[src/design/nplc_pkg.sv]
// shared types, constants and the l1 distance function for the nearest palette color block
// no dependencies
package nplc_pkg;

  localparam int PALETTE_ENTRIES_DEF = 256;
  localparam int INDEX_SPAN          = 256;

  localparam logic MODE_LOAD  = 1'b0;
  localparam logic MODE_PIXEL = 1'b1;

  localparam logic [9:0] NO_BEST = 10'd1000;

  typedef logic [7:0] chan_t;
  typedef logic [9:0] dist_t;

  typedef struct packed {
    logic  mode;
    chan_t slot;
    chan_t red;
    chan_t green;
    chan_t blue;
    chan_t best_index;
    dist_t best_distance;
  } item_t;

  function automatic chan_t abs_diff(chan_t a, chan_t b);
    chan_t res;
    res = (a > b) ? (a - b) : (b - a);
    return res;
  endfunction

  function automatic dist_t l1_dist(chan_t r0, chan_t g0, chan_t b0,
                                    chan_t r1, chan_t g1, chan_t b1);
    dist_t sum;
    sum = {2'b00, abs_diff(r0, r1)} + {2'b00, abs_diff(g0, g1)} + {2'b00, abs_diff(b0, b1)};
    return sum;
  endfunction

endpackage

[src/design/nplc_cell.sv]
// one pipeline cell: holds one palette entry and compares the passing pixel against it
// depends on nplc_pkg
module nplc_cell #(
  parameter int ENTRY_IDX = 0
) (
  input  logic          clk,
  input  logic          rst_n,
  input  logic          adv,
  input  logic          in_valid,
  input  nplc_pkg::item_t in_item,
  output logic          out_valid,
  output nplc_pkg::item_t out_item
);
  import nplc_pkg::*;

  localparam chan_t IDX = 8'(ENTRY_IDX);

  chan_t ent_red_r, ent_green_r, ent_blue_r;
  logic  out_valid_r;
  item_t out_item_r;
  item_t out_item_nxt;
  dist_t cand_dist;
  logic  wr_en;

  assign wr_en = adv && in_valid && (in_item.mode == MODE_LOAD) && (in_item.slot == IDX);

  always_comb begin
    cand_dist = l1_dist(in_item.red, in_item.green, in_item.blue,
                        ent_red_r, ent_green_r, ent_blue_r);
    out_item_nxt = in_item;
    if ((in_item.mode == MODE_PIXEL) && (cand_dist < in_item.best_distance)) begin
      out_item_nxt.best_distance = cand_dist;
      out_item_nxt.best_index    = IDX;
    end
  end

  // palette entry, black after reset
  always_ff @(posedge clk) begin
    if (!rst_n) begin
      ent_red_r   <= '0;
      ent_green_r <= '0;
      ent_blue_r  <= '0;
    end else if (wr_en) begin
      ent_red_r   <= in_item.red;
      ent_green_r <= in_item.green;
      ent_blue_r  <= in_item.blue;
    end
  end

  always_ff @(posedge clk) begin
    if (!rst_n) begin
      out_valid_r <= 1'b0;
    end else if (adv) begin
      out_valid_r <= in_valid;
    end
  end

  always_ff @(posedge clk) begin
    if (adv) begin
      out_item_r <= out_item_nxt;
    end
  end

  assign out_valid = out_valid_r;
  assign out_item  = out_item_r;

endmodule

[config.mk]
export PLATFORM = sky130hd
export DESIGN_NAME = nplc_cell
export DESIGN_NICKNAME = d
export VERILOG_FILES = /design/src/design/nplc_pkg.sv /design/src/design/nplc_cell.sv
export SDC_FILE = /design/constraint.sdc
export NUM_CORES = 1
export LEC_CHECK = 0
export ABC_AREA = 1
export BUFFER_PORTS_ARGS = -buffer_cell sky130_fd_sc_hd__buf_2
export CORE_UTILIZATION = 25
export CTS_BUF_LIST = sky130_fd_sc_hd__clkbuf_8
export DETAILED_ROUTE_END_ITERATION = 7
export PLACE_DENSITY = 0.47
export SETUP_SLACK_MARGIN = 0.4
export SLEW_MARGIN = 20
export SYNTH_ARGS = -nofsm -noshare
export SYNTH_HDL_FRONTEND = slang
export SYNTH_SLANG_ARGS = --single-unit
[constraint.sdc]
create_clock -name clk -period 5.1 [get_ports clk]
set_input_delay 0.51 -clock clk [delete_from_list [all_inputs] [get_ports clk]]
set_output_delay 0.51 -clock clk [all_outputs]
set_load 0.05 [all_outputs]
-- After elaboration in Yosys (flattened, before gate mapping)
Index checks and enable logic that the tools add are counted.
- magnitude comparators: 4
- bitwise gates (word level): 1
- equality and inequality tests: 0
- multipliers: 0
- $add $sub $neg: 8
- shift operators: 0
- div/mod/pow operators: 0
- reduce and logical (&&, ||, !) cells: 5
- multiplexer cells: 4
- operators by type and width (cell ; count):
    $sub A8 B8 Y8 ; 6
    $gt A8 B8 Y1 ; 3
    $mux W8 ; 3
    $add A9 B8 Y10 ; 1
    $lt A10 B10 Y1 ; 1
    $mux W10 ; 1
    $add A8 B8 Y9 ; 1
    $logic_not A8 Y1 ; 1
    $logic_and A1 B1 Y1 ; 4
    $not A1 Y1 ; 1
- RAM bits: 0
- output and inout port bits: 52
- ROM bits: 0
- input bits: 55
- logic and storage cells: 33
- bits in latches: 0
- flip-flop bits (word level): 76
- memories: 0

-- Logic depth before layout (Yosys ltp)
- depth in word-level cells: 7
- mapped depth: 32
- depth with buffers taken out: 31

-- Worst setup path after synthesis
Ideal clock, no wire load.
- kind: in2reg
- start point: input port in_item[34] (netlist bit)
- end point: register out_item_r, in the netlist out_item[4] (data pin)
- data required time: 4840 ps
- slack: 722 ps
- cell stages on the path: 28
- library setup time: 260 ps
- data arrival time: 4118 ps
- buffers on the path: 1
- cells stage by stage: inv_1 -> ha_1 -> inv_1 -> fa_1 -> inv_1 -> o21ai_2 -> nand2_1 -> nand2_1 -> nand2_2 -> nand2_1 -> nand2_1 -> inv_1 -> fa_1 -> inv_1 -> fa_1 -> nand3_1 -> nand2_1 -> nand2_1 -> nand2_1 -> nand2_1 -> o21ai_0 -> ha_1 -> nand2_1 -> nor2_1 -> nand3_1 -> nand3_1 -> buf_2 -> o21ai_0
- RTL lines (item ; RTL line ; text):
    start: declaration ; nplc_cell.sv:10 ; input nplc_pkg::item_t in_item,
    end signal: assignment ; nplc_cell.sv:60 ; out_item_r <= out_item_nxt;
    end: declaration ; nplc_cell.sv:20 ; item_t out_item_r;

==> impl_summary.log <==
[metrics] Yosys top cell by area: sky130_fd_sc_hd__edfxtp_1
[metrics] pins over their slew limit: 0
[metrics] proportion of netlist area held by the largest area contributor: 25.2%
[metrics] share of power burned in the clock network: 21.8%
[metrics] Synth Cell Area: 6080 sq um
[metrics] Hold Startpoint: in_item[47]
[metrics] maximum number of pins on one net before global-route repair: 53
[metrics] Max VDD drop: 111 uV
[metrics] DIE AREA: 24900 sq um
[metrics] number of vias after detailed routing: 5176
[metrics] fillers: 2619
[metrics] Placement Cell Area: 6970 sq um
[metrics] number of enable flip-flop cells after synthesis: 51
[metrics] synthesized area divided by synthesized cell count: 7.27 sq um
[metrics] fraction of layout instances using a drive strength above 1: 18.8%
[metrics] leakage power: 0.00382 uW
[metrics] cell at the root of the clock tree: sky130_fd_sc_hd__clkbuf_8
[metrics] maximum fanout along the worst path: 9
[metrics] Yosys Warn Count: 0
[metrics] post-route cell area: 7210 sq um
[metrics] part of the cycle the worst path needs: 85.3%
[metrics] chip width: 158 um
[metrics] Antenna diodes: 0
[metrics] cell-internal power: 1210 uW
[metrics] Seq/Total Area, Yosys: 33.4%
[metrics] total of buffers placed on input and output ports: 106
[metrics] clock tree from TritonCTS: yes
[metrics] Hold/Removal Path Class: in2reg
[metrics] part of the total power dissipated in sequential elements: 34.8%
[metrics] setup tns final: 0 ns
[metrics] Least-Margin Pin Slew: 0.710 ns
[metrics] sum of overflow across all layers after global routing: 0
[metrics] post-synthesis net count: 967
[metrics] clk sinks: 76
[metrics] maximum level of the CTS H-tree: 3
[metrics] Mapped Cells: 836
[metrics] Setup crit end kind: register
[metrics] count of nets left with antenna violations after detail routing: 0
[metrics] max-slew headroom at the worst pin: 52.7%
[metrics] Final Net Count: 1080
[metrics] worst clock skew on the final layout: 0.0147 ns
[metrics] top-level I/O count: 107
[metrics] area of all sequential standard cells: 2030 sq um
[metrics] Starting Density: 25.7%
[metrics] final period demand of the worst path: 4.35 ns
[metrics] outcome: complete, no violations
[metrics] router iterations before antenna repair: 5
[metrics] Clk pin slew, worst setup/hold paths: 0.10 ns
[metrics] startpoint of the most critical register-to-register path: ent_red_r[0]$_SDFFE_PN0P_
[metrics] maximum capacitance violations: 0
[metrics] start-to-end type of the worst setup path: reg2reg
[metrics] Rows: 56
[metrics] number of cells on the worst reg-to-reg path: 27
[metrics] net load switching power: 930 uW
[metrics] Comb power frac: 43.5%
[metrics] final hold viol count: 0
[metrics] CTS buffer count: 9
[metrics] wire length of the first global-routing pass: 23500 um
[metrics] number of antenna violations at the first check in global routing: 0
[metrics] total power per unit cell area: 297 nW/um^2
[metrics] GR Util All Layers: 12.2%
[metrics] post-detailed-route via-to-cell ratio: 4.07
[metrics] Die Y: 158 um
[metrics] drt wl/cell: 11.8 um
[metrics] final weighted congestion in routability-driven placement: 0.815
[metrics] area added between synthesis and finish: 18.7%
[metrics] Detail Placement HPWL: 11700 um
[metrics] Core Area: 23700 sq um
[metrics] Arr. time, crit path: 4.48 ns
[metrics] routed wire length: 15000 um
[metrics] multi-input logic area: 3340 sq um
[metrics] kind of start point of the critical path: register
[metrics] Max Freq: 230 MHz
[metrics] DRC marker count from the first detailed-route iteration: 174
[metrics] endpoint required time on the critical path: 5.23 ns
[metrics] dominant cell by count in the synthesized netlist: sky130_fd_sc_hd__nand2_1
[metrics] crit path launch: ent_red_r[0]$_SDFFE_PN0P_
[metrics] clock latency of the later-clocked register in the worst-skew pair: 0.39 ns
[metrics] top flip-flop cell by instance count after synthesis: sky130_fd_sc_hd__edfxtp_1
[metrics] final setup vio count: 0
[metrics] proportion of total power due to net switching: 43.4%
[metrics] residual DRC count: 0
[metrics] number of cells traversed by the worst hold path: 1
[metrics] Commonest cells post-synth: 257 x sky130_fd_sc_hd__nand2_1, 167 x sky130_fd_sc_hd__inv_1, 77 x sky130_fd_sc_hd__nor2_1
[metrics] async set or reset register ratio after synthesis: 0%
[metrics] number of buffers on the longest clock path: 2
[metrics] slack of the worst reg-to-reg path: 0.75 ns
[metrics] Cell variety after synth: 33
[metrics] via count of the first global-routing pass: 4834
[metrics] Synth Register Bits: 76
[metrics] RSZ-0062 raised after global routing: false
[metrics] leading cell types by total area after synthesis: sky130_fd_sc_hd__edfxtp_1 25%, sky130_fd_sc_hd__nand2_1 16%, sky130_fd_sc_hd__ha_1 13%
## routing by layer
layer	routed length, um	GRT usage [%]	vias to the layer above
li1	-	-	2798
met1	7510	16.1	2252
met2	6660	20.3	114
met3	702	2.11	12
met4	166	3.88	0
met5	0	0	-
## cell usage in the layout, fill, tap and decap left out, types with 2 or more instances in the layout
cell type / count
sky130_fd_sc_hd__nand4_1: 9
sky130_fd_sc_hd__edfxtp_1: 51
sky130_fd_sc_hd__dfxtp_2: 2
sky130_fd_sc_hd__buf_4: 10
sky130_fd_sc_hd__fa_2: 5
sky130_fd_sc_hd__xor2_1: 16
sky130_fd_sc_hd__ha_2: 3
sky130_fd_sc_hd__ha_1: 58
sky130_fd_sc_hd__clkbuf_8: 9
sky130_fd_sc_hd__inv_2: 6
sky130_fd_sc_hd__a21o_1: 3
sky130_fd_sc_hd__nor3_1: 2
sky130_fd_sc_hd__a21oi_2: 5
sky130_fd_sc_hd__nand3_1: 44
sky130_fd_sc_hd__o21ai_2: 2
sky130_fd_sc_hd__o21bai_1: 4
sky130_fd_sc_hd__o21ai_0: 30
sky130_fd_sc_hd__clkinvlp_4: 2
sky130_fd_sc_hd__nand2_1: 256
sky130_fd_sc_hd__nor2_1: 76
sky130_fd_sc_hd__nand4_2: 2
sky130_fd_sc_hd__dfxtp_1: 23
sky130_fd_sc_hd__o211ai_1: 2
sky130_fd_sc_hd__inv_1: 166
sky130_fd_sc_hd__buf_2: 106
sky130_fd_sc_hd__nand2_2: 14
sky130_fd_sc_hd__and2_1: 3
sky130_fd_sc_hd__fa_1: 10
sky130_fd_sc_hd__nor2_2: 4
sky130_fd_sc_hd__inv_6: 2
sky130_fd_sc_hd__a21oi_1: 19
## cell type report
| cell class | count | share of cell area, % |
|---|---|---|
| multi-input cells | 573 | 46.3 |
| flip-flops and latches | 76 | 28.2 |
| inverters | 173 | 9.04 |
| repair buffers | 116 | 8.40 |
| well taps | 319 | 5.53 |
| clock buffers | 9 | 1.72 |
| clock inverters | 7 | 0.798 |
## flip-flops by register name, indices dropped and copies added, names as in the netlist
register and count:
ent_blue_r 8, ent_green_r 8, out_valid 1, out_item 51, ent_red_r 8
## through the flow
| step | setup WS (ns) | util [%] | instances | total power (uW) | hold WS (ns) |
|---|---|---|---|---|---|
| floorplan | 0.722 | - | 836 | 1460 | 0.455 |
| global route | 0.404 | 30.5 | 1273 | 2320 | 0.312 |
| CTS | 0.531 | 30.2 | 1270 | 2170 | 0.296 |
| detailed placement | 0.185 | 29.4 | 1254 | 1690 | 0.471 |
| global placement | 0.249 | 29.4 | 1254 | 1690 | 0.462 |
| finish | 0.752 | 30.5 | 1273 | 2140 | 0.318 |
## power by group through the flow
| stage | combinational [uW] | clock, uW | sequential, uW |
|---|---|---|---|
| 2_1_floorplan | 492 | 0 | 968 |
| 3_3_place_gp | 929 | 0 | 760 |
| 3_5_place_dp | 932 | 0 | 760 |
| 4_1_cts | 935 | 493 | 746 |
| 5_1_grt | 1060 | 506 | 752 |
| 6_report | 931 | 467 | 745 |
## critical path, cell delays in order, from the launching register on
cell and delay [ns]:
sky130_fd_sc_hd__dfxtp_2 0.34, sky130_fd_sc_hd__ha_1 0.18, sky130_fd_sc_hd__inv_2 0.09, sky130_fd_sc_hd__fa_2 0.23, sky130_fd_sc_hd__inv_1 0.07, sky130_fd_sc_hd__o21ai_2 0.15, sky130_fd_sc_hd__nand2_1 0.11, sky130_fd_sc_hd__a21oi_2 0.23
sky130_fd_sc_hd__nand2_1 0.09, sky130_fd_sc_hd__nand2_1 0.07, sky130_fd_sc_hd__inv_1 0.06, sky130_fd_sc_hd__fa_1 0.53, sky130_fd_sc_hd__inv_1 0.04, sky130_fd_sc_hd__ha_1 0.34, sky130_fd_sc_hd__a21oi_1 0.19, sky130_fd_sc_hd__nand2_1 0.13
sky130_fd_sc_hd__nand2_1 0.12, sky130_fd_sc_hd__nand2_1 0.06, sky130_fd_sc_hd__nand2_1 0.06, sky130_fd_sc_hd__nand2_1 0.06, sky130_fd_sc_hd__ha_1 0.27, sky130_fd_sc_hd__nand2_1 0.11, sky130_fd_sc_hd__nor2_1 0.05, sky130_fd_sc_hd__nor2_1 0.11
sky130_fd_sc_hd__nand3_1 0.11, sky130_fd_sc_hd__buf_4 0.17, sky130_fd_sc_hd__nand2_1 0.05, sky130_fd_sc_hd__o21ai_0 0.08
## cell families (layout without fill, tap and decap cells)
kind of cell	after synthesis	count (layout)	share of synthesized area [%]
compound gates	67	67	6.18
fa+ha+maj	76	76	17.5
buf+inv	187	305	12.2
simple gates	414	414	28.4
xor+xnor	16	16	2.31
flops	76	76	33.4
## path summary, 6_finish.rpt
path | end
hold / removal | out_item[47]$_DFFE_PP_
setup reg to reg | out_item[0]$_DFFE_PP_
setup / recovery | out_item[0]$_DFFE_PP_
hold reg to reg | out_valid$_SDFFE_PN0P_
## repair_timing
item                       in CTS  in global routing
buffers inserted                0                  3
hold buffers                    0                  0
hold endpoints to repair        0                  0
resized for setup               0                 17
setup endpoints to repair       0                 18
Note: power is estimated with default switching activity, not from simulation.
